===== config.mk =====
export PLATFORM = sky130hd
export DESIGN_NAME = rscm_fifo
export DESIGN_NICKNAME = d
export VERILOG_FILES = /design/src/sv/rscm_pkg.sv /design/src/sv/rscm_fifo.sv
export SDC_FILE = /design/constraint.sdc
export NUM_CORES = 1
export LEC_CHECK = 0
export ABC_AREA = 1
export BUFFER_PORTS_ARGS = -buffer_cell sky130_fd_sc_hd__buf_4
export CORE_UTILIZATION = 33
export CTS_BUF_LIST = sky130_fd_sc_hd__clkbuf_2
export DETAILED_ROUTE_END_ITERATION = 10
export PLACE_DENSITY = 0.54
export SYNTH_ARGS = -nofsm -noshare
export SYNTH_HDL_FRONTEND = slang
export SYNTH_SLANG_ARGS = --single-unit
export TNS_END_PERCENT = 30

===== constraint.sdc =====
create_clock -name clock -period 1.58 [get_ports clock]
set_input_delay 0.237 -clock clock [delete_from_list [all_inputs] [get_ports clock]]
set_output_delay 0.237 -clock clock [all_outputs]
set_load 0.1 [all_outputs]

===== src/sv/rscm_pkg.sv =====
// Shared types, constants and codes of the ripple/spiral color-mask effect unit.
package rscm_pkg;

   // Default frame capacity; the storage of both tables follows from these.
   localparam int MAX_WIDTH_DEF  = 512;
   localparam int MAX_HEIGHT_DEF = 256;

   // Field and register widths fixed by the interface.
   localparam int OP_W        = 2;
   localparam int SAMPLE_W    = 16;
   localparam int TIDX_W      = 19;
   localparam int TVAL_W      = 8;
   localparam int PIX_W       = 17;
   localparam int CIDX_W      = 15;
   localparam int POS_W       = 10;
   localparam int PHASE_W     = 8;
   localparam int DIR_W       = 4;
   localparam int CSR_IDX_W   = 3;
   localparam int CSR_DATA_W  = 16;
   localparam int WIDTH_REG_W = 10;
   localparam int HEIGHT_REG_W = 9;
   localparam int XSTART_W    = 9;
   localparam int YSTART_W    = 8;

   // Reset values.
   localparam logic [SAMPLE_W-1:0] MASK_RESET   = 16'hFFFF;
   localparam int                  WIDTH_RESET  = 320;
   localparam int                  HEIGHT_RESET = 240;
   // Red moves toward negative on both axes, blue toward positive.
   localparam logic [DIR_W-1:0]    DIR_RESET    = 4'b0011;

   // Per-frame phase step.
   localparam logic [PHASE_W-1:0] PHASE_STEP = 8'd8;

   // Masks selected by the sign bit of a table byte.
   localparam logic [SAMPLE_W-1:0] LUMA_MASK_ON   = 16'h7F80;
   localparam logic [SAMPLE_W-1:0] LUMA_MASK_OFF  = 16'h0000;
   localparam logic [SAMPLE_W-1:0] CHROMA_MASK_ON  = 16'h7F00;
   localparam logic [SAMPLE_W-1:0] CHROMA_MASK_OFF = 16'h8000;

   // Depths of the queues between the parts.
   localparam int QUEUE_DEPTH = 4;
   localparam int OUT_DEPTH   = 4;

   typedef enum logic [OP_W-1:0] {
      OP_PIXEL  = 2'd0,
      OP_RIPPLE = 2'd1,
      OP_SPIRAL = 2'd2
   } op_type;

   typedef enum logic [CSR_IDX_W-1:0] {
      CSR_PIXEL_MASK   = 3'd0,
      CSR_FRAME_WIDTH  = 3'd1,
      CSR_FRAME_HEIGHT = 3'd2,
      CSR_RED_START_X  = 3'd3,
      CSR_RED_START_Y  = 3'd4,
      CSR_BLUE_START_X = 3'd5,
      CSR_BLUE_START_Y = 3'd6
   } csr_index_type;

   // One classified item on its way from the front to the back.
   typedef struct packed {
      op_type                op;
      logic [SAMPLE_W-1:0]   sample;
      logic [TIDX_W-1:0]     table_index;
      logic [TVAL_W-1:0]     table_value;
      logic [PIX_W-1:0]      pixel_index;
      logic [PHASE_W-1:0]    phase;
      logic                  last;
   } item_type;

   // One finished result.
   typedef struct packed {
      logic [PIX_W-1:0]    pixel_index;
      logic [SAMPLE_W-1:0] luma_out;
      logic [CIDX_W-1:0]   chroma_index;
      logic [SAMPLE_W-1:0] chroma_u_out;
      logic [SAMPLE_W-1:0] chroma_v_out;
      logic                frame_end;
   } result_type;

endpackage


===== src/sv/rscm_fifo.sv =====
// Small first-in first-out queue with an occupancy count.
module rscm_fifo import rscm_pkg::*; #(
   parameter int WIDTH = 8,
   parameter int DEPTH = QUEUE_DEPTH
) (
   input  logic                       clock,
   input  logic                       reset,
   input  logic                       push,
   input  logic [WIDTH-1:0]           push_data,
   input  logic                       pop,
   output logic [WIDTH-1:0]           pop_data,
   output logic                       empty,
   output logic [$clog2(DEPTH+1)-1:0] count
);

   localparam int PW = (DEPTH > 1) ? $clog2(DEPTH) : 1;
   localparam int CW = $clog2(DEPTH + 1);

   logic [WIDTH-1:0] store_ff [DEPTH];
   logic [PW-1:0]    wr_ptr_ff, wr_ptr_in;
   logic [PW-1:0]    rd_ptr_ff, rd_ptr_in;
   logic [CW-1:0]    count_ff, count_in;

   function automatic logic [PW-1:0] next_ptr(input logic [PW-1:0] ptr);
      return (ptr == PW'(DEPTH - 1)) ? '0 : ptr + PW'(1);
   endfunction

   always_comb begin
      wr_ptr_in = push ? next_ptr(wr_ptr_ff) : wr_ptr_ff;
      rd_ptr_in = pop ? next_ptr(rd_ptr_ff) : rd_ptr_ff;
      count_in  = count_ff + CW'(push) - CW'(pop);
   end

   always_ff @(posedge clock) begin
      if (reset) begin
         wr_ptr_ff <= '0;
         rd_ptr_ff <= '0;
         count_ff  <= '0;
      end else begin
         wr_ptr_ff <= wr_ptr_in;
         rd_ptr_ff <= rd_ptr_in;
         count_ff  <= count_in;
      end
   end

   always_ff @(posedge clock) begin
      if (push) begin
         store_ff[wr_ptr_ff] <= push_data;
      end
   end

   assign pop_data = store_ff[rd_ptr_ff];
   assign empty    = (count_ff == '0);
   assign count    = count_ff;

endmodule


==> results.yml <==
critical_path:
  r2r_start: "count[0]"
  path_delay_family: "flip-flops"
  worstPathMaxFanout: 8
  critPathRequiredTime_ns: 1.34
  reg2reg_setup_slack_ns: 0.10
  worstSetupStartpointType: "flop"
  path_cells: "buf_12 -> a21oi_4 -> o21ai_1 -> nand2_1 -> buf_12"
  crit_arrival_ns: 1.47
  ff2ff_path_depth: 7
  crit_top_cell: "buf_12"
  crit_type: "flop to primary output"
  crit_cells: 5
  cp-end-kind: "primary output"
  cp_slowest_cell: "dfxtp_4"
  cp_slowest_stage_delay_ns: 0.42
  r2r-end: "count[1]"
  critPathBufInv: 2
synth:
  synth_commonest_cells: "edfxtp_1, inv_1, nand2_1"
  synth_cell_types: 16
  netlist_instances: 151
  yosys.cell_count.top_type: "edfxtp_1"
  synthesis.nets: 171
  ys_ff_latch: 41
  synth_edf_count: 32
  async_reset_ff_share_pct: 0
  ys_seq_area_share_pct: 65.66
  yosys-top-cells-area: "edfxtp_1, dfxtp_1, inv_1"
  synth_flop_cell: "edfxtp_1"
  yosys.area.top_type_share_pct: 55.29
  synth.cell_area_um2: 1738
  yosys.area.top_type: "edfxtp_1"
  avgSynthCellArea_um2: 11.51
  yosysWarningCount: 0
timing:
  hold_violations: 0
  finalWorstSetupSlack_ns: -0.1240
  worst_pin_slew_ns: 0.3949
  relSlewSlack_pct: 73.64
  final.min_clock_period_ns: 1.704
  rsz0062_at_grt: "true"
  max_freq_mhz: 586.8
  slew_viol_final: 0
  finalSetupViolations: 8
  hold_ws_ns: 0.03368
  skew_ns: 0.02849
  tns_ns: -0.8505
  fin_crit_sh_pct: 107.9
final_layout:
  stdcell_count: 257
  seq_area_um2: 1150
  drive_gt1_share_pct: 29.95
  area_growth_pct: 34.56
  final_area_um2: 2338
  multiInputGateArea_um2: 491.7
  layout.nets: 206
  nFillCells: 488
  final_core_util_pct: 46.08
  antenna_cells: 0
placement:
  placed_cells: 241
  port-buffer-count: 23
  dpl.hpwl_um: 2039
  dp_slack_ns: 0.09075
  gp_congestion: 0.7176
  place_area_um2: 2001
min_path:
  hold_end: "store_ff[0][5]"
  hold_start: "push_data[5]"
  min_path_cells: 1
  min_path_type: "input pin to flop"
grt:
  grt_pass1_vias: 996
  track_usage_pct: 12.22
  grt_antenna_before_repair: 0
  gr-total-overflow: 0
  grt_max_degree: 33
  grt_pass1_wl_um: 4781
die:
  die_x_um: 74.57
  fp.dieH_um: 74.57
  pin_count: 24
  die_area_um2: 5561
  start_util_pct: 34.25
  num_rows: 26
  core_um2: 5075
run_status:
  failed_checks: "negative setup slack"
  status: "finished with violations"
clock_network:
  htreeDepth: 2
  cts_tree: "built"
  cts_buffers: 5
  clk_latency_ns: 0.39
  clock_sinks: 41
  clkTransAtPathRegs_ns: 0.21
  cts.path.max_buffers: 2
  cts.root.buffer_cell: "clkbuf_2"
  postCtsSetupBuffers: 0
detailed_routing:
  vias_per_cell: 4.210
  vias: 1082
  drt_iter0_drc: 51
  postRouteAntennaNets: 0
  avgRoutedWirePerCell_um: 12.62
  firstDrtPassIters: 4
  finalWirelength_um: 3244
  drcViolationCount: 0
power_and_ir_drop:
  powerDensity_nw_per_um2: 1236
  vdd_ir_drop_max_mv: 0.5127
  leakagePower_nw: 0.9807
  power.total_mw: 2.890
flow_run:
  maxCapViolCount: 0
[final cells by class]
| type | count | share of cell area [%] |
|---|---|---|
| sequential | 41 | 49.17 |
| multi-input combinational | 74 | 21.03 |
| timing repair buffer | 33 | 18.30 |
| inverter | 31 | 4.976 |
| tap | 70 | 3.745 |
| clock inverter | 2 | 1.498 |
| clock buffer | 6 | 1.284 |
[repair_timing]
action	in CTS	in global routing
endpoints found under the setup margin	9	9
resized for setup	27	17
pin swaps	1	14
cloned	0	3
hold buffers	3	2
hold endpoints to repair	12	7
[cell usage in the layout (no fill, tap or decap), types with 3 or more instances in the layout]
cell | synthesis | routed
edfxtp_1 | 32 | 32
inv_1 | 31 | 30
nand2_1 | 25 | 22
buf_4 | 1 | 14
buf_12 | 0 | 10
nor2_1 | 10 | 9
o21ai_1 | 5 | 8
a21oi_2 | 1 | 7
o211ai_1 | 6 | 6
ha_1 | 7 | 6
dfxtp_1 | 9 | 6
clkbuf_2 | 0 | 6
dlygate4sd3_1 | 0 | 5
nand2_2 | 0 | 3
o21ai_0 | 6 | 3
a21oi_1 | 10 | 3
[registers in the layout, summed over array words and instances, names as in the netlist, named ones only]
| register | cells |
|---|---|
| count | 3 |
| rd_ptr_ff | 2 |
| store_ff | 32 |
| wr_ptr_ff | 2 |
[routing by layer]
metal / GRT usage (%) / routed length, um
met5: 0 / 0
met4: 4.403 / 44
met3: 4.065 / 80
met2: 20.42 / 1767
met1: 14.69 / 1352
[cells by family (layout without fill, tap and decap cells)]
logic type,after synthesis,in the layout,synth area share (%)
and+or+nand+nor,36,36,7.847
buffers and inverters,36,72,9.719
DFF,41,41,65.66
adders and majority gates,8,8,6.191
AOI/OAI and AO/OA,30,30,10.58
[where the power goes]
group	internal, mW	switching [mW]
combinational	0.330	0.683
clock	0.272	0.325
sequential	1.24	0.0445
[worst max path at each step]
stage / slack [ns] / endpoint
after floorplan: -0.09 / count[1]
after global placement: 0.12 / count[1]
after CTS: -0.14 / pop_data[4]
final: -0.12 / pop_data[4]
after detailed placement: 0.09 / count[1]
after global routing: -0.20 / pop_data[2]
Note: power is estimated with default switching activity, not from simulation.
