`config.mk`:
```
export PLATFORM = sky130hd
export DESIGN_NAME = rscm_front
export DESIGN_NICKNAME = d
export VERILOG_FILES = /design/src/sv/rscm_pkg.sv /design/src/sv/rscm_front.sv
export SDC_FILE = /design/constraint.sdc
export NUM_CORES = 1
export LEC_CHECK = 0
export BUFFER_PORTS_ARGS = -buffer_cell sky130_fd_sc_hd__buf_2
export CORE_MARGIN = 4
export CORE_UTILIZATION = 60
export DETAILED_ROUTE_END_ITERATION = 6
export GPL_TIMING_DRIVEN = 0
export HOLD_SLACK_MARGIN = 0.12
export PLACE_DENSITY = 0.84
export SLEW_MARGIN = 20
export SYNTH_ARGS = -nofsm -noshare
export SYNTH_HDL_FRONTEND = slang
export SYNTH_SLANG_ARGS = --single-unit
```
`constraint.sdc`:
```
create_clock -name clock -period 8.48 [get_ports clock]
set_clock_uncertainty 0.1 [all_clocks]
set_input_delay 1.696 -clock clock [delete_from_list [all_inputs] [get_ports clock]]
set_output_delay 1.696 -clock clock [all_outputs]
set_load 0.005 [all_outputs]
```
`src/sv/rscm_pkg.sv`:
```
// Shared types, constants and codes of the ripple/spiral color-mask effect unit.
package rscm_pkg;

   // Default frame capacity; the storage of both tables follows from these.
   localparam int MAX_WIDTH_DEF  = 512;
   localparam int MAX_HEIGHT_DEF = 256;

   // Field and register widths fixed by the interface.
   localparam int OP_W        = 2;
   localparam int SAMPLE_W    = 16;
   localparam int TIDX_W      = 19;
   localparam int TVAL_W      = 8;
   localparam int PIX_W       = 17;
   localparam int CIDX_W      = 15;
   localparam int POS_W       = 10;
   localparam int PHASE_W     = 8;
   localparam int DIR_W       = 4;
   localparam int CSR_IDX_W   = 3;
   localparam int CSR_DATA_W  = 16;
   localparam int WIDTH_REG_W = 10;
   localparam int HEIGHT_REG_W = 9;
   localparam int XSTART_W    = 9;
   localparam int YSTART_W    = 8;

   // Reset values.
   localparam logic [SAMPLE_W-1:0] MASK_RESET   = 16'hFFFF;
   localparam int                  WIDTH_RESET  = 320;
   localparam int                  HEIGHT_RESET = 240;
   // Red moves toward negative on both axes, blue toward positive.
   localparam logic [DIR_W-1:0]    DIR_RESET    = 4'b0011;

   // Per-frame phase step.
   localparam logic [PHASE_W-1:0] PHASE_STEP = 8'd8;

   // Masks selected by the sign bit of a table byte.
   localparam logic [SAMPLE_W-1:0] LUMA_MASK_ON   = 16'h7F80;
   localparam logic [SAMPLE_W-1:0] LUMA_MASK_OFF  = 16'h0000;
   localparam logic [SAMPLE_W-1:0] CHROMA_MASK_ON  = 16'h7F00;
   localparam logic [SAMPLE_W-1:0] CHROMA_MASK_OFF = 16'h8000;

   // Depths of the queues between the parts.
   localparam int QUEUE_DEPTH = 4;
   localparam int OUT_DEPTH   = 4;

   typedef enum logic [OP_W-1:0] {
      OP_PIXEL  = 2'd0,
      OP_RIPPLE = 2'd1,
      OP_SPIRAL = 2'd2
   } op_type;

   typedef enum logic [CSR_IDX_W-1:0] {
      CSR_PIXEL_MASK   = 3'd0,
      CSR_FRAME_WIDTH  = 3'd1,
      CSR_FRAME_HEIGHT = 3'd2,
      CSR_RED_START_X  = 3'd3,
      CSR_RED_START_Y  = 3'd4,
      CSR_BLUE_START_X = 3'd5,
      CSR_BLUE_START_Y = 3'd6
   } csr_index_type;

   // One classified item on its way from the front to the back.
   typedef struct packed {
      op_type                op;
      logic [SAMPLE_W-1:0]   sample;
      logic [TIDX_W-1:0]     table_index;
      logic [TVAL_W-1:0]     table_value;
      logic [PIX_W-1:0]      pixel_index;
      logic [PHASE_W-1:0]    phase;
      logic                  last;
   } item_type;

   // One finished result.
   typedef struct packed {
      logic [PIX_W-1:0]    pixel_index;
      logic [SAMPLE_W-1:0] luma_out;
      logic [CIDX_W-1:0]   chroma_index;
      logic [SAMPLE_W-1:0] chroma_u_out;
      logic [SAMPLE_W-1:0] chroma_v_out;
      logic                frame_end;
   } result_type;

endpackage

```
`src/sv/rscm_front.sv`:
```
// Front part: configuration registers, raster counters, motion state and address generation.
module rscm_front import rscm_pkg::*; #(
   parameter int MAX_WIDTH  = MAX_WIDTH_DEF,
   parameter int MAX_HEIGHT = MAX_HEIGHT_DEF
) (
   input  logic                                          clock,
   input  logic                                          reset,
   input  logic                                          req_push,
   output logic                                          req_full,
   input  logic [OP_W-1:0]                               req_operation,
   input  logic [SAMPLE_W-1:0]                           req_luma_sample,
   input  logic [TIDX_W-1:0]                             req_table_index,
   input  logic [TVAL_W-1:0]                             req_table_value,
   input  logic                                          csr_wr_en,
   input  logic [CSR_IDX_W-1:0]                          csr_index,
   input  logic [CSR_DATA_W-1:0]                         csr_wr_data,
   input  logic [$clog2(QUEUE_DEPTH+1)-1:0]              queue_count,
   output logic [SAMPLE_W-1:0]                           pixel_mask,
   output logic                                          queue_push,
   output item_type                                      queue_item,
   output logic [$clog2(4*MAX_WIDTH*MAX_HEIGHT)-1:0]     red_addr,
   output logic [$clog2(4*MAX_WIDTH*MAX_HEIGHT)-1:0]     blue_addr,
   output logic [$clog2(MAX_WIDTH*MAX_HEIGHT)-1:0]       spiral_addr
);

   localparam int RAW = $clog2(4 * MAX_WIDTH * MAX_HEIGHT);
   localparam int SAW = $clog2(MAX_WIDTH * MAX_HEIGHT);
   localparam int CW  = $clog2(MAX_WIDTH);
   localparam int RW  = $clog2(MAX_HEIGHT);
   localparam int WW  = $clog2(MAX_WIDTH + 1);
   localparam int HW  = $clog2(MAX_HEIGHT + 1);
   localparam int YW  = ((POS_W > RW) ? POS_W : RW) + 1;
   localparam int RPW = YW + WW + 1;
   localparam int PPW = RW + WW;
   localparam int PXW = PIX_W + SAW;
   localparam int QCW = $clog2(QUEUE_DEPTH + 1);

   typedef struct packed {
      logic [POS_W-1:0] pos;
      logic             flip;
   } bounce_type;

   function automatic logic [WW-1:0] sat_width(input int value);
      int v;
      v = value;
      if (v < 2) v = 2;
      if (v > MAX_WIDTH) v = MAX_WIDTH;
      return WW'(v);
   endfunction

   function automatic logic [HW-1:0] sat_height(input int value);
      int v;
      v = value;
      if (v < 2) v = 2;
      if (v > MAX_HEIGHT) v = MAX_HEIGHT;
      return HW'(v);
   endfunction

   // Step two places along one axis, turning around first if the step would leave
   // the range from zero up to one below the limit.
   function automatic bounce_type bounce(input logic [POS_W-1:0] pos, input logic dir,
                                         input int limit);
      bounce_type res;
      int         s;
      s = int'(pos) + (dir ? -2 : 2);
      res.flip = 1'b0;
      if (s < 0 || s >= limit) begin
         res.flip = 1'b1;
         s = int'(pos) + (dir ? 2 : -2);
      end
      res.pos = POS_W'(s);
      return res;
   endfunction

   // Configuration and motion state.
   logic [SAMPLE_W-1:0] mask_ff, mask_in;
   logic [WW-1:0]       width_ff, width_in;
   logic [HW-1:0]       height_ff, height_in;
   logic [PHASE_W-1:0]  phase_ff, phase_in;
   logic [POS_W-1:0]    red_x_ff, red_x_in, red_y_ff, red_y_in;
   logic [POS_W-1:0]    blue_x_ff, blue_x_in, blue_y_ff, blue_y_in;
   logic [DIR_W-1:0]    dir_ff, dir_in;
   logic [CW-1:0]       col_ff, col_in;
   logic [RW-1:0]       row_ff, row_in;

   // Address stage.
   logic                f1_valid_ff, f1_valid_in;
   item_type            f1_item_ff, f1_item_in;
   logic [SAW-1:0]      f1_pix_prod_ff, f1_pix_prod_in;
   logic [RAW-1:0]      f1_red_prod_ff, f1_red_prod_in;
   logic [RAW-1:0]      f1_blue_prod_ff, f1_blue_prod_in;
   logic [CW-1:0]       f1_col_ff;
   logic [POS_W-1:0]    f1_red_x_ff, f1_blue_x_ff;

   logic                accept, is_pixel, col_last, row_last, frame_last;
   logic [QCW:0]        occupancy;
   logic [YW-1:0]       red_row, blue_row;
   logic [WW:0]         width2;
   logic [RPW-1:0]      red_prod_full, blue_prod_full;
   logic [PPW-1:0]      pix_prod_full;
   logic [SAW-1:0]      pix;
   logic [PXW-1:0]      pix_ext;
   bounce_type          red_bx, red_by, blue_bx, blue_by;

   assign occupancy = (QCW + 1)'(queue_count) + (QCW + 1)'(f1_valid_ff);
   assign req_full  = (occupancy >= (QCW + 1)'(QUEUE_DEPTH));
   assign accept    = req_push && !req_full;
   assign is_pixel  = (op_type'(req_operation) == OP_PIXEL);
   assign col_last  = ((WW'(col_ff) + WW'(1)) == width_ff);
   assign row_last  = ((HW'(row_ff) + HW'(1)) == height_ff);
   assign frame_last = col_last && row_last;

   assign red_bx  = bounce(red_x_ff,  dir_ff[0], int'(width_ff));
   assign red_by  = bounce(red_y_ff,  dir_ff[1], int'(height_ff));
   assign blue_bx = bounce(blue_x_ff, dir_ff[2], int'(width_ff));
   assign blue_by = bounce(blue_y_ff, dir_ff[3], int'(height_ff));

   // Row products; the column terms are added in the next stage.
   assign width2         = {width_ff, 1'b0};
   assign red_row        = YW'(red_y_ff) + YW'(row_ff);
   assign blue_row       = YW'(blue_y_ff) + YW'(row_ff);
   assign red_prod_full  = red_row * width2;
   assign blue_prod_full = blue_row * width2;
   assign pix_prod_full  = row_ff * width_ff;

   always_comb begin
      mask_in   = mask_ff;
      width_in  = width_ff;
      height_in = height_ff;
      phase_in  = phase_ff;
      red_x_in  = red_x_ff;
      red_y_in  = red_y_ff;
      blue_x_in = blue_x_ff;
      blue_y_in = blue_y_ff;
      dir_in    = dir_ff;
      col_in    = col_ff;
      row_in    = row_ff;

      if (accept && is_pixel) begin
         if (col_last) begin
            col_in = '0;
            row_in = row_last ? '0 : row_ff + RW'(1);
         end else begin
            col_in = col_ff + CW'(1);
         end
         if (frame_last) begin
            phase_in  = phase_ff - PHASE_STEP;
            red_x_in  = red_bx.pos;
            red_y_in  = red_by.pos;
            blue_x_in = blue_bx.pos;
            blue_y_in = blue_by.pos;
            dir_in    = dir_ff ^ {blue_by.flip, blue_bx.flip, red_by.flip, red_bx.flip};
         end
      end

      if (csr_wr_en) begin
         unique case (csr_index)
            CSR_PIXEL_MASK: begin
               mask_in = csr_wr_data;
            end
            CSR_FRAME_WIDTH: begin
               width_in = sat_width(int'(csr_wr_data[WIDTH_REG_W-1:0]));
               col_in   = '0;
               row_in   = '0;
            end
            CSR_FRAME_HEIGHT: begin
               height_in = sat_height(int'(csr_wr_data[HEIGHT_REG_W-1:0]));
               col_in    = '0;
               row_in    = '0;
            end
            CSR_RED_START_X: begin
               red_x_in = POS_W'(csr_wr_data[XSTART_W-1:0]);
            end
            CSR_RED_START_Y: begin
               red_y_in = POS_W'(csr_wr_data[YSTART_W-1:0]);
            end
            CSR_BLUE_START_X: begin
               blue_x_in = POS_W'(csr_wr_data[XSTART_W-1:0]);
            end
            CSR_BLUE_START_Y: begin
               blue_y_in = POS_W'(csr_wr_data[YSTART_W-1:0]);
            end
            default: begin
            end
         endcase
      end
   end

   always_comb begin
      f1_valid_in            = accept;
      f1_item_in.op          = op_type'(req_operation);
      f1_item_in.sample      = req_luma_sample;
      f1_item_in.table_index = req_table_index;
      f1_item_in.table_value = req_table_value;
      f1_item_in.pixel_index = '0;
      f1_item_in.phase       = phase_ff;
      f1_item_in.last        = is_pixel && frame_last;
      f1_pix_prod_in         = SAW'(pix_prod_full);
      f1_red_prod_in         = RAW'(red_prod_full);
      f1_blue_prod_in        = RAW'(blue_prod_full);
   end

   always_ff @(posedge clock) begin
      if (reset) begin
         mask_ff     <= MASK_RESET;
         width_ff    <= sat_width(WIDTH_RESET);
         height_ff   <= sat_height(HEIGHT_RESET);
         phase_ff    <= '0;
         red_x_ff    <= '0;
         red_y_ff    <= '0;
         blue_x_ff   <= '0;
         blue_y_ff   <= '0;
         dir_ff      <= DIR_RESET;
         col_ff      <= '0;
         row_ff      <= '0;
         f1_valid_ff <= 1'b0;
      end else begin
         mask_ff     <= mask_in;
         width_ff    <= width_in;
         height_ff   <= height_in;
         phase_ff    <= phase_in;
         red_x_ff    <= red_x_in;
         red_y_ff    <= red_y_in;
         blue_x_ff   <= blue_x_in;
         blue_y_ff   <= blue_y_in;
         dir_ff      <= dir_in;
         col_ff      <= col_in;
         row_ff      <= row_in;
         f1_valid_ff <= f1_valid_in;
      end
   end

   always_ff @(posedge clock) begin
      if (accept) begin
         f1_item_ff      <= f1_item_in;
         f1_pix_prod_ff  <= f1_pix_prod_in;
         f1_red_prod_ff  <= f1_red_prod_in;
         f1_blue_prod_ff <= f1_blue_prod_in;
         f1_col_ff       <= col_ff;
         f1_red_x_ff     <= red_x_ff;
         f1_blue_x_ff    <= blue_x_ff;
      end
   end

   // Column terms complete the addresses; the ripple reads wrap with the table.
   assign pix     = f1_pix_prod_ff + SAW'(f1_col_ff);
   assign pix_ext = PXW'(pix);

   always_comb begin
      queue_item             = f1_item_ff;
      queue_item.pixel_index = pix_ext[PIX_W-1:0];
   end

   assign queue_push  = f1_valid_ff;
   assign spiral_addr = pix;
   assign red_addr    = f1_red_prod_ff + RAW'(f1_red_x_ff) + RAW'(f1_col_ff);
   assign blue_addr   = f1_blue_prod_ff + RAW'(f1_blue_x_ff) + RAW'(f1_col_ff);
   assign pixel_mask  = mask_ff;

endmodule

```
==> results.rst, run 1 <==
.. list-table::
   :header-rows: 1

   * - Metric
     - Value
   * - Residual overflow from global routing
     - 0
   * - Number of ports placed on the die boundary
     - 215
   * - Pre-Repair DR Iteration Count
     - 6
   * - Reg-to-reg setup timing slack
     - 400 ps
   * - Clk Latency, worst-skew pair
     - 580 ps
   * - Async SR Flop Fraction
     - 0
   * - Met3 GRT Util
     - 0.06017
   * - Power after layout
     - 2.975 mW
   * - Worst Hold Endpoint
     - f1_col_ff[2]
   * - Number of vias per cell
     - 6.053
   * - Aggregate negative setup slack
     - 0 ps
   * - Final antenna-violating net count
     - 0
   * - Class of the tightest hold or removal check
     - reg2reg
   * - R2R Path End
     - f1_red_prod_ff[18]
   * - Share of the clock period used by the worst path
     - 0.9530
   * - Die span in x
     - 211.8 um
   * - Number of pins with negative max-slew slack in the final report
     - 0
   * - Final Wtd Congestion
     - 1.043
   * - Count of cell types in the netlist
     - 93
   * - Number of sinks on the clock net
     - 235
   * - Worst slew margin relative to its limit
     - 0.1004
   * - Proportion of layout cells with a drive suffix above 1
     - 0.1139
   * - Combined global-route utilization of all metal layers
     - 0.3092
   * - Core utilization of the finished layout
     - 0.6749
   * - Crit path kind
     - reg2reg
   * - Final design area excluding fillers
     - 27,620 um^2
   * - Vias in the first global route
     - 21,140
   * - Category of the worst setup path launch point
     - flop
   * - Depth of the worst register-to-register path
     - 27
   * - Worst VDD drop
     - 0.1480 mV
   * - Pleak
     - 13.07 nW
   * - Power density relative to cell area
     - 107.7 nW/um^2
   * - Most frequent cell after synthesis
     - sky130_fd_sc_hd__ha_1
   * - Flip-flop and latch count after synthesis
     - 235
   * - Post-detail-place hpwl
     - 55.34 mm
   * - Die Area
     - 44,880 um^2
   * - Initial core utilization
     - 0.6092
   * - Count of maximum capacitance violations
     - 0
   * - Combined flip-flop and latch cell area
     - 6036 um^2
   * - Fill cell total of the finished layout
     - 3,154
   * - Start point of the worst hold path
     - col_ff[2]
   * - 1st-iter DRT viols
     - 2,070
   * - Worst hold path cell count
     - 0
   * - Worst EP arrival
     - 8300 ps
   * - Leading post-synthesis cells by cell area
     - sky130_fd_sc_hd__fa_1 17%, sky130_fd_sc_hd__edfxtp_1 16%, sky130_fd_sc_hd__ha_1 15%, sky130_fd_sc_hd__dfxtp_1 8.2%, sky130_fd_sc_hd__xnor2_1 5.7%
   * - Number of buffers created by CTS
     - 27
   * - Share of the yosys chip area belonging to registers
     - 0.2421
   * - Instance area at placement
     - 26,660 um^2
   * - CTS tree
     - built
   * - Area of the multi-input gates
     - 17,270 um^2
   * - Min cycle time layout
     - 8081 ps
   * - Die height
     - 211.8 um
   * - Number of DRC violations after detailed routing
     - 0
   * - Setup repair after global routing missed its margin
     - false
   * - Predominant post-synthesis flop cell
     - sky130_fd_sc_hd__edfxtp_1
   * - Hold Fails Final Rpt
     - 0
   * - Average routed wire per standard cell
     - 20.49 um
   * - Status
     - finished, final reports clean
   * - Number of enable-type register cells in the synthesized netlist
     - 133
   * - Area leader, netlist
     - sky130_fd_sc_hd__fa_1
   * - GR Util met1
     - 0.3973
   * - Area inside the core boundary
     - 40,920 um^2
   * - Diodes inserted
     - 0
   * - Antenna violations before repair
     - 2
   * - H-tree levels
     - 1
   * - Post-synth top cells
     - 302 x sky130_fd_sc_hd__ha_1, 282 x sky130_fd_sc_hd__inv_1, 235 x sky130_fd_sc_hd__nand2_1
   * - Top cell type's share of synthesized area
     - 0.1702
   * - Max Root-Sink Buffers
     - 3
   * - Detailed-route wire length
     - 70.79 mm
   * - First-pass GRT wire length
     - 111.6 mm
   * - Number of vias in the routed layout
     - 20,910
   * - # setup viols final
     - 0
   * - Post-CTS clock slew at the launch and capture registers of the worst setup and hold paths
     - 60 ps
   * - Maximum net fanout on the critical path
     - 10
   * - Worst hold slack across all endpoints
     - 326.3 ps
   * - Nets@finish
     - 3,487
   * - Synth Cell Area
     - 24,930 um^2
   * - Warnings from Yosys
     - 0
   * - Largest net degree at the start of global routing
     - 82
   * - CTS hold repair buffers
     - 0
   * - Layer with the highest usage after global routing
     - met2
   * - Syn Inst Count
     - 2,665
   * - Port-buffer cells
     - 205
   * - Layout overhead on the synthesized area
     - 10.79%
   * - Average cell area after synthesis
     - 9.355 um^2
   * - Root buffer cell
     - sky130_fd_sc_hd__clkbuf_16
   * - Highest attainable clock frequency
     - 123.7 MHz
   * - Reg2reg start
     - row_ff[1]
   * - Critical path endpoint category
     - flop
   * - Critical Path RT
     - 8690 ps
   * - Least-Margin Pin Slew
     - 1340 ps
   * - Count of standard-cell rows
     - 74
   * - Met2 capacity usage during global routing
     - 0.5111
==> worst max-delay path by stage <==
stage	start	endpoint	slack, ps
floorplan	row_ff[0]	f1_blue_prod_ff[18]	1750
global placement	row_ff[1]	f1_red_prod_ff[18]	510
detailed placement	row_ff[1]	f1_red_prod_ff[18]	430
CTS	row_ff[1]	f1_red_prod_ff[18]	410
global route	row_ff[1]	f1_blue_prod_ff[18]	80
finish	row_ff[1]	f1_red_prod_ff[18]	400
==> per-layer routing <==
layer / vias to the layer above / wire length [um]
li1: 9507 / -
met1: 10070 / 26760
met2: 1060 / 33290
met3: 272 / 6880
met4: 2 / 3841
met5: - / 13
==> cell usage in the layout (no fill, tap or decap), drive strengths merged, types with 18 or more instances in the layout <==
master	count
ha	302
inv	286
buf	248
nand2	236
fa	212
nor2	163
xnor2	161
a21oi	145
and2	134
edfxtp	133
clkbuf	112
dfxtp	102
o21ai	84
nand3	58
xor2	42
nor3	41
a21o	37
and3	36
nor2b	34
nand2b	33
o21bai	24
mux2i	21
a211oi	19
a31oi	18
==> report_power, final <==
group | internal [mW] | switching (mW) | leakage (nW) | total, mW
registers | 1.24 | 0.0295 | 2.10 | 1.27
clock network | 0.714 | 0.523 | 0.450 | 1.24
logic | 0.197 | 0.272 | 10.5 | 0.469
total | 2.15 | 0.824 | 13.1 | 2.97
==> stage by stage <==
| stage | std cells | setup WS (ps) |
|---|---|---|
| after floorplan | 2667 | 1749 |
| after global placement | 3404 | 511.9 |
| after detailed placement | 3405 | 430.4 |
| after CTS | 3455 | 405.9 |
| after global routing | 3455 | 75.70 |
| final | 3455 | 398.9 |
==> state kept, by name, indices dropped and copies added (netlist names), 9 cells and up <==
name / cells
queue_item: 51
f1_blue_prod_ff: 18
f1_red_prod_ff: 18
f1_pix_prod_ff: 17
pixel_mask: 16
blue_x_ff: 10
blue_y_ff: 10
f1_blue_x_ff: 10
f1_red_x_ff: 10
red_x_ff: 10
red_y_ff: 10
width_ff: 10
col_ff: 9
f1_col_ff: 9
height_ff: 9
==> what timing repair did <==
action | in CTS | in global routing
endpoints found under the setup margin | 0 | 2
buffers inserted | 0 | 0
resized for setup | 0 | 2
==> worst max-delay path: stages (launching register included) <==
cell,delay [ps]
sky130_fd_sc_hd__dfxtp_1,460
sky130_fd_sc_hd__buf_2,370
sky130_fd_sc_hd__inv_1,290
sky130_fd_sc_hd__fa_1,500
sky130_fd_sc_hd__nor2b_1,190
sky130_fd_sc_hd__o2111ai_1,180
sky130_fd_sc_hd__nand4b_1,160
sky130_fd_sc_hd__xor2_1,860
sky130_fd_sc_hd__nand2_1,180
sky130_fd_sc_hd__fa_1,540
sky130_fd_sc_hd__inv_1,60
sky130_fd_sc_hd__fa_1,500
sky130_fd_sc_hd__inv_1,50
sky130_fd_sc_hd__fa_1,470
sky130_fd_sc_hd__inv_1,50
sky130_fd_sc_hd__fa_1,530
sky130_fd_sc_hd__inv_1,50
sky130_fd_sc_hd__fa_1,530
sky130_fd_sc_hd__inv_1,40
sky130_fd_sc_hd__ha_1,360
sky130_fd_sc_hd__and3_1,220
sky130_fd_sc_hd__nand3_1,120
sky130_fd_sc_hd__nand4_1,100
sky130_fd_sc_hd__o311ai_0,150
sky130_fd_sc_hd__o21ai_0,240
sky130_fd_sc_hd__a21o_1,210
sky130_fd_sc_hd__a21oi_1,170
sky130_fd_sc_hd__xnor2_1,90
==> kinds of logic (layout without fill, tap and decap cells) <==
| kind of cell | Yosys count | in the layout | synth area share |
|---|---|---|---|
| adders and majority gates | 514 | 514 | 0.3218 |
| AOI/OAI and AO/OA | 451 | 451 | 0.1189 |
| buffers and inverters | 408 | 664 | 0.06650 |
| muxes | 23 | 23 | 0.009485 |
| DFF | 235 | 235 | 0.2421 |
| other | 1 | 3 | 0.0001504 |
| xor gates and xnor gates | 203 | 203 | 0.07132 |
| and+or+nand+nor | 830 | 830 | 0.1697 |
==> layout make-up <==
cell class | count | share of cell area
tap | 532 | 0.02410
clock buffer | 28 | 0.02460
clock inverter | 22 | 0.009015
sequential | 235 | 0.2185
timing repair buffer | 206 | 0.03814
buffer | 126 | 0.02170
multi-input combinational | 2024 | 0.6254
inverter | 282 | 0.03851
Power figures use the tool's default switching activity.
==> run 2: changes to the inputs <==
--- a/config.mk
+++ b/config.mk
@@ -5,6 +5,7 @@
 export SDC_FILE = /design/constraint.sdc
 export NUM_CORES = 1
 export LEC_CHECK = 0
+export ABC_AREA = 1
 export BUFFER_PORTS_ARGS = -buffer_cell sky130_fd_sc_hd__buf_2
 export CORE_MARGIN = 4
 export CORE_UTILIZATION = 60
==> constraint.sdc (replaced) <==
create_clock -name clock -period 9.4 [get_ports clock]
set_clock_uncertainty 0.1 [all_clocks]
set_input_delay 1.88 -clock clock [delete_from_list [all_inputs] [get_ports clock]]
set_output_delay 1.88 -clock clock [all_outputs]
set_load 0.005 [all_outputs]
==> results.rst, run 2 <==
.. list-table::
   :header-rows: 1

   * - Metric
     - Value
   * - Warnings from Yosys
     - 0
   * - Worst slew margin relative to its limit
     - 0.2971
   * - Most frequent cell after synthesis
     - sky130_fd_sc_hd__nand2_1
   * - Number of vias per cell
     - 5.650
   * - Number of buffers created by CTS
     - 27
   * - Number of vias in the routed layout
     - 22,580
   * - Number of sinks on the clock net
     - 235
   * - Area leader, netlist
     - sky130_fd_sc_hd__fa_1
   * - Average cell area after synthesis
     - 7.969 um^2
   * - Worst stage delay on the critical path
     - 550 ps
   * - Dominant combinational cell family by area after synthesis
     - adder cells
   * - Status
     - finished, violations left
   * - Post-detail-place hpwl
     - 55.85 mm
   * - Leading post-synthesis cells by cell area
     - sky130_fd_sc_hd__fa_1 17%, sky130_fd_sc_hd__edfxtp_1 16%, sky130_fd_sc_hd__ha_1 15%, sky130_fd_sc_hd__nand2_1 10%, sky130_fd_sc_hd__inv_1 8.5%
   * - Number of DRC violations after detailed routing
     - 1
   * - Least-Margin Pin Slew
     - 1054 ps
   * - Final antenna-violating net count
     - 0
   * - Violations in the final reports
     - DRC
   * - Clk Latency, worst-skew pair
     - 580 ps
   * - Setup repair after global routing missed its margin
     - false
   * - Share of synthesized area spent on multiplexers
     - 0
   * - Hold Fails Final Rpt
     - 0
   * - Worst VDD drop
     - 0.1208 mV
   * - Number of pins with negative max-slew slack in the final report
     - 0
   * - First-pass GRT wire length
     - 112.1 mm
   * - Kind of cell with the highest combined delay on the critical path
     - adder cells
   * - Maximum net fanout on the critical path
     - 10
   * - Max Root-Sink Buffers
     - 3
   * - Async SR Flop Fraction
     - 0
   * - Crit path kind
     - reg2reg
   * - Residual overflow from global routing
     - 0
   * - Count of cell types in the netlist
     - 59
   * - Share of synthesized cell area in full adder, half adder and majority cells
     - 0.3153
   * - Largest net degree at the start of global routing
     - 85
   * - Critical Path RT
     - 9640 ps
   * - Die Area
     - 45,770 um^2
   * - H-tree levels
     - 1
   * - Number of enable-type register cells in the synthesized netlist
     - 133
   * - Cell with the largest stage delay on the worst path
     - sky130_fd_sc_hd__dfxtp_1
   * - Post-CTS clock slew at the launch and capture registers of the worst setup and hold paths
     - 70 ps
   * - Root buffer cell
     - sky130_fd_sc_hd__clkbuf_16
   * - Critical path endpoint category
     - flop
   * - Commonest non-fill, non-tap cells in the layout
     - 679 x sky130_fd_sc_hd__nand2_1, 574 x sky130_fd_sc_hd__inv_1, 302 x sky130_fd_sc_hd__ha_1
   * - Flip-flop and latch count after synthesis
     - 235
   * - 1st-iter DRT viols
     - 2,245
   * - Share of the clock period used by the worst path
     - 0.8375
   * - Die span in x
     - 213.9 um
   * - Min cycle time layout
     - 7873 ps
   * - Total buffers and inverters traversed by the critical path
     - 7
   * - Number of ports placed on the die boundary
     - 215
   * - Aggregate negative setup slack
     - 0 ps
   * - Share of the yosys chip area belonging to registers
     - 0.2372
   * - Antenna violations before repair
     - 2
   * - Count of standard-cell rows
     - 75
   * - Pleak
     - 14.81 nW
   * - Category of the worst setup path launch point
     - flop
   * - Max FFs per register
     - 51
   * - Final Wtd Congestion
     - 0.9699
   * - CTS tree
     - built
   * - XOR/XNOR share of the synthesized area
     - 0.05301
   * - Highest attainable clock frequency
     - 127.0 MHz
   * - Proportion of layout cells with a drive suffix above 1
     - 0.09606
   * - Buffers inserted by post-CTS timing repair
     - 0
   * - CTS hold repair buffers
     - 0
   * - Detailed-route wire length
     - 70.32 mm
   * - Class of the tightest hold or removal check
     - reg2reg
   * - Synthesized-area fraction occupied by ao, oa, aoi and oai cells
     - 0.09191
   * - Worst EP arrival
     - 8120 ps
   * - Post-synth top cells
     - 679 x sky130_fd_sc_hd__nand2_1, 575 x sky130_fd_sc_hd__inv_1, 302 x sky130_fd_sc_hd__ha_1
   * - Syn Inst Count
     - 3,193
   * - Post-Synth Simple-Gate Area
     - 0.1966
   * - Vias in the first global route
     - 21,450
   * - Die height
     - 213.9 um
   * - Synth Cell Area
     - 25,440 um^2
   * - Predominant post-synthesis flop cell
     - sky130_fd_sc_hd__edfxtp_1
   * - Area inside the core boundary
     - 41,950 um^2
   * - Nets@finish
     - 4,020
   * - Pre-Repair DR Iteration Count
     - 7
   * - Most common library cell in the layout ignoring fill and taps
     - sky130_fd_sc_hd__nand2_1
   * - Average routed wire per standard cell
     - 17.60 um
   * - Port-buffer cells
     - 210
   * - Post-CTS resize count
     - 0
   * - Layout overhead on the synthesized area
     - 10.48%
   * - Top cell type's share of synthesized area
     - 0.1668
   * - Power density relative to cell area
     - 98.54 nW/um^2
   * - Core utilization of the finished layout
     - 0.6702
   * - Initial core utilization
     - 0.6066
   * - Combined global-route utilization of all metal layers
     - 0.3001
   * - # setup viols final
     - 0
   * - Count of maximum capacitance violations
     - 0
## run 2: cell types whose count changed in the layout (fill, tap and decap cells not counted), sizes merged, moves of 72 or more
cell	previous run	this run
nand3	58	130
inv	286	585
xnor2	161	45
and2	134	1
nand2	236	683
nor2	163	245
a21oi	145	223
## run 2: report_power, final
part / leakage [nW] / switching [mW] / internal, mW
logic: 12.3 / 0.326 / 0.199
registers: 2.11 / 0.0301 / 1.12
clock network: 0.443 / 0.469 / 0.622
## run 2: final cells by class
class	count	area [um^2]
antenna	1	2.502
sequential	235	6036
tap	539	674.4
timing repair buffer	211	1079
multi-input combinational	2276	16720
clock inverter	14	146.4
fill	3440	13830
inverter	589	2223
buffer	95	476.7
clock buffer	36	750.7
## run 2: logic make-up after synthesis
logic type	Yosys count
AND/OR/NAND/NOR	1188
buffers and inverters	684
adder cells (fa/ha/maj)	514
AO/OA/AOI/OAI	417
flip-flops	235
XOR/XNOR	154
other	1
## run 2: worst paths after layout
kind                  start                   to  slack [ps]  cells past startpoint
setup / recovery  row_ff[1]  f1_blue_prod_ff[17]        1530                     30
hold / removal    col_ff[5]         f1_col_ff[5]         340                      0
setup reg to reg  row_ff[1]  f1_blue_prod_ff[17]        1530                     30
hold reg to reg   col_ff[5]         f1_col_ff[5]         340                      0
## run 2: per-layer routing
metal  vias up  GRT usage  share of wire
met4         2     0.1318          0.055
met5         -          0        0.00020
li1      10700          -              -
met1     10440     0.4002           0.39
met3       248    0.05447           0.11
met2      1189     0.4833           0.44
## run 2: metrics by stage
| stage | hold WS, ps | area [um^2] | worst slack (ps) | instances | power (mW) |
|---|---|---|---|---|---|
| 3_5_place_dp | 316.3 | 27210 | 1690 | 3945 | 1.693 |
| 3_3_place_gp | 306.4 | 27180 | 1764 | 3944 | 1.681 |
| 2_1_floorplan | 302.9 | 25450 | 2829 | 3195 | 1.505 |
| 6_report | 339.4 | 28110 | 1527 | 3996 | 2.770 |
| 4_1_cts | 343.0 | 28110 | 1675 | 3995 | 2.776 |
| 5_1_grt | 366.1 | 28110 | 1008 | 3996 | 2.893 |
## run 2: worst reg2reg max path: cells and delay by family (launching register included)
family          cells  cell delay (ps)
compound gates      8             1520
flops               1              550
xor+xnor            1               70
fa+ha+maj           7             3410
simple gates        7              830
buf+inv             7             1180
==> run 3: changes to the inputs <==
--- a/config.mk
+++ b/config.mk
@@ -8,11 +8,11 @@
 export ABC_AREA = 1
 export BUFFER_PORTS_ARGS = -buffer_cell sky130_fd_sc_hd__buf_2
 export CORE_MARGIN = 4
-export CORE_UTILIZATION = 60
+export CORE_UTILIZATION = 56
 export DETAILED_ROUTE_END_ITERATION = 6
 export GPL_TIMING_DRIVEN = 0
 export HOLD_SLACK_MARGIN = 0.12
-export PLACE_DENSITY = 0.84
+export PLACE_DENSITY = 0.82
 export SLEW_MARGIN = 20
 export SYNTH_ARGS = -nofsm -noshare
 export SYNTH_HDL_FRONTEND = slang
==> constraint.sdc (replaced) <==
create_clock -name clock -period 6.35 [get_ports clock]
set_clock_uncertainty 0.1 [all_clocks]
set_input_delay 1.27 -clock clock [delete_from_list [all_inputs] [get_ports clock]]
set_output_delay 1.27 -clock clock [all_outputs]
set_load 0.005 [all_outputs]
==> results.rst, run 3 (synthesis results as in run 2) <==
.. list-table::
   :header-rows: 1

   * - Metric
     - Value
   * - Max FFs per register
     - 51
   * - Die span in x
     - 221.2 um
   * - Worst slew margin relative to its limit
     - 0.3190
   * - CTS hold repair buffers
     - 0
   * - Core utilization of the finished layout
     - 0.6592
   * - Design internal power
     - 3.090 mW
   * - Initial core utilization
     - 0.5704
   * - Count of maximum capacitance violations
     - 0
   * - Antenna violations before repair
     - 0
   * - # setup viols final
     - 1
   * - Area of the multi-input gates
     - 17,320 um^2
   * - 1st-iter DRT viols
     - 2,257
   * - Combined flip-flop and latch cell area
     - 6068 um^2
   * - Number of DRC violations after detailed routing
     - 0
   * - Worst EP arrival
     - 6630 ps
   * - Residual overflow from global routing
     - 0
   * - Max Root-Sink Buffers
     - 3
   * - Most common library cell in the layout ignoring fill and taps
     - sky130_fd_sc_hd__nand2_1
   * - Number of vias in the routed layout
     - 22,820
   * - Final antenna-violating net count
     - 0
   * - Hold Fails Final Rpt
     - 0
   * - Number of pins with negative max-slew slack in the final report
     - 0
   * - Root buffer cell
     - sky130_fd_sc_hd__clkbuf_16
   * - Area inside the core boundary
     - 44,610 um^2
   * - Pre-Repair DR Iteration Count
     - 6
   * - Least-Margin Pin Slew
     - 1009 ps
   * - Crit path kind
     - reg2reg
   * - Aggregate negative setup slack
     - -49.89 ps
   * - Number of sinks on the clock net
     - 235
   * - Share of the clock period used by the worst path
     - 1.008
   * - Number of vias per cell
     - 5.568
   * - Average routed wire per standard cell
     - 17.94 um
   * - H-tree levels
     - 1
   * - Highest attainable clock frequency
     - 156.3 MHz
   * - Proportion of layout cells with a drive suffix above 1
     - 0.1452
   * - Cell with the largest stage delay on the worst path
     - sky130_fd_sc_hd__fa_1
   * - Switching part of the total power
     - 0.2859
   * - Violations in the final reports
     - setup timing
   * - Maximum net fanout on the critical path
     - 4
   * - Nets@finish
     - 4,068
   * - Number of ports placed on the die boundary
     - 215
   * - Final Wtd Congestion
     - 1.009
   * - Post-detail-place hpwl
     - 55.16 mm
   * - Min cycle time layout
     - 6400 ps
   * - Power share of the clock group
     - 0.419
   * - Detailed-route wire length
     - 73.52 mm
   * - Vias in the first global route
     - 21,450
   * - Port-buffer cells
     - 210
   * - Worst stage delay on the critical path
     - 530 ps
   * - Status
     - finished, violations left
   * - Critical path endpoint category
     - flop
   * - Combinational fraction of design power
     - 0.186
   * - Kind of cell with the highest combined delay on the critical path
     - adder cells
   * - Category of the worst setup path launch point
     - flop
   * - Number of buffers created by CTS
     - 29
   * - Layout overhead on the synthesized area
     - 15.56%
   * - Post-CTS clock slew at the launch and capture registers of the worst setup and hold paths
     - 60 ps
   * - Part of the power in registers
     - 0.395
   * - Setup repair after global routing missed its margin
     - true
   * - Class of the tightest hold or removal check
     - reg2reg
   * - CTS tree
     - built
   * - Worst VDD drop
     - 0.2014 mV
   * - Die Area
     - 48,910 um^2
   * - Commonest non-fill, non-tap cells in the layout
     - 659 x sky130_fd_sc_hd__nand2_1, 555 x sky130_fd_sc_hd__inv_1, 284 x sky130_fd_sc_hd__ha_1
   * - Power density relative to cell area
     - 147.2 nW/um^2
   * - P_sw
     - 1.237 mW
   * - Fill cell total of the finished layout
     - 3,577
   * - Combined global-route utilization of all metal layers
     - 0.2828
   * - Most repeated library cell on the critical path
     - sky130_fd_sc_hd__fa_1
   * - First-pass GRT wire length
     - 113.0 mm
   * - Largest net degree at the start of global routing
     - 94
   * - Clk Latency, worst-skew pair
     - 590 ps
   * - Total buffers and inverters traversed by the critical path
     - 7
   * - Critical Path RT
     - 6580 ps
   * - Pleak
     - 15.19 nW
   * - Count of standard-cell rows
     - 77
   * - Die height
     - 221.2 um
   * - Setup ws final
     - -49.89 ps
[run 3: cell count changes in the layout (fill, tap and decap cells not counted), moves of 12 or more]
cell and delta:
sky130_fd_sc_hd__a21oi_1 -18, sky130_fd_sc_hd__buf_4 +43, sky130_fd_sc_hd__dfxtp_1 -12, sky130_fd_sc_hd__ha_1 -18, sky130_fd_sc_hd__ha_4 +14, sky130_fd_sc_hd__inv_1 -19
sky130_fd_sc_hd__inv_2 +13, sky130_fd_sc_hd__nand2_1 -20, sky130_fd_sc_hd__nand2_2 +17
[run 3: final timing paths]
check,from,to,slack (ps),depth (start not counted)
max,row_ff[1],f1_blue_prod_ff[17],-50,30
min,col_ff[5],f1_col_ff[5],330,0
max reg2reg,row_ff[1],f1_blue_prod_ff[17],-50,30
min reg2reg,col_ff[5],f1_col_ff[5],330,0
[run 3: layer usage]
| metal | vias to the layer above | GRT usage | wire (um) |
|---|---|---|---|
| met5 | - | 0 | 0 |
| met3 | 262 | 0.06189 | 7675 |
| met4 | 0 | 0.1053 | 3610 |
| met1 | 10600 | 0.3739 | 28790 |
| met2 | 1168 | 0.4599 | 33450 |
| li1 | 10790 | - | - |
[run 3: power by group through the flow]
stage / Combinational (mW) / Clock (mW) / Sequential (mW)
floorplan: 0.499 / 0 / 1.73
detailed placement: 0.755 / 0 / 1.74
global placement: 0.739 / 0 / 1.74
CTS: 0.773 / 1.83 / 1.71
finish: 0.807 / 1.81 / 1.71
global route: 0.900 / 1.88 / 1.71
[run 3: through the flow]
step,area (um^2),setup WS (ps),hold WS (ps),total power [mW],std cells
2_1_floorplan,25460,11.34,302.9,2.227,3195
3_3_place_gp,27250,-1031,308.9,2.483,3997
3_5_place_dp,27290,-1071,318.8,2.495,3998
4_1_cts,28730,12.01,333.7,4.307,4071
5_1_grt,29400,-198.0,355.7,4.499,4097
6_report,29400,-49.89,334.3,4.328,4098
[run 3: timing repair]
item	in CTS	in global routing
endpoints found under the setup margin	20	14
pin swaps	17	67
setup buffers	22	28
resized for setup	63	106
[run 3: layout make-up]
cell class / instances / area share
antenna: 1 / 0.00008510
clock inverter: 17 / 0.007574
multi-input combinational: 2276 / 0.5890
buffer: 91 / 0.01642
tap: 592 / 0.02519
timing repair buffer: 261 / 0.05123
clock buffer: 36 / 0.02770
sequential: 235 / 0.2064
inverter: 589 / 0.07642
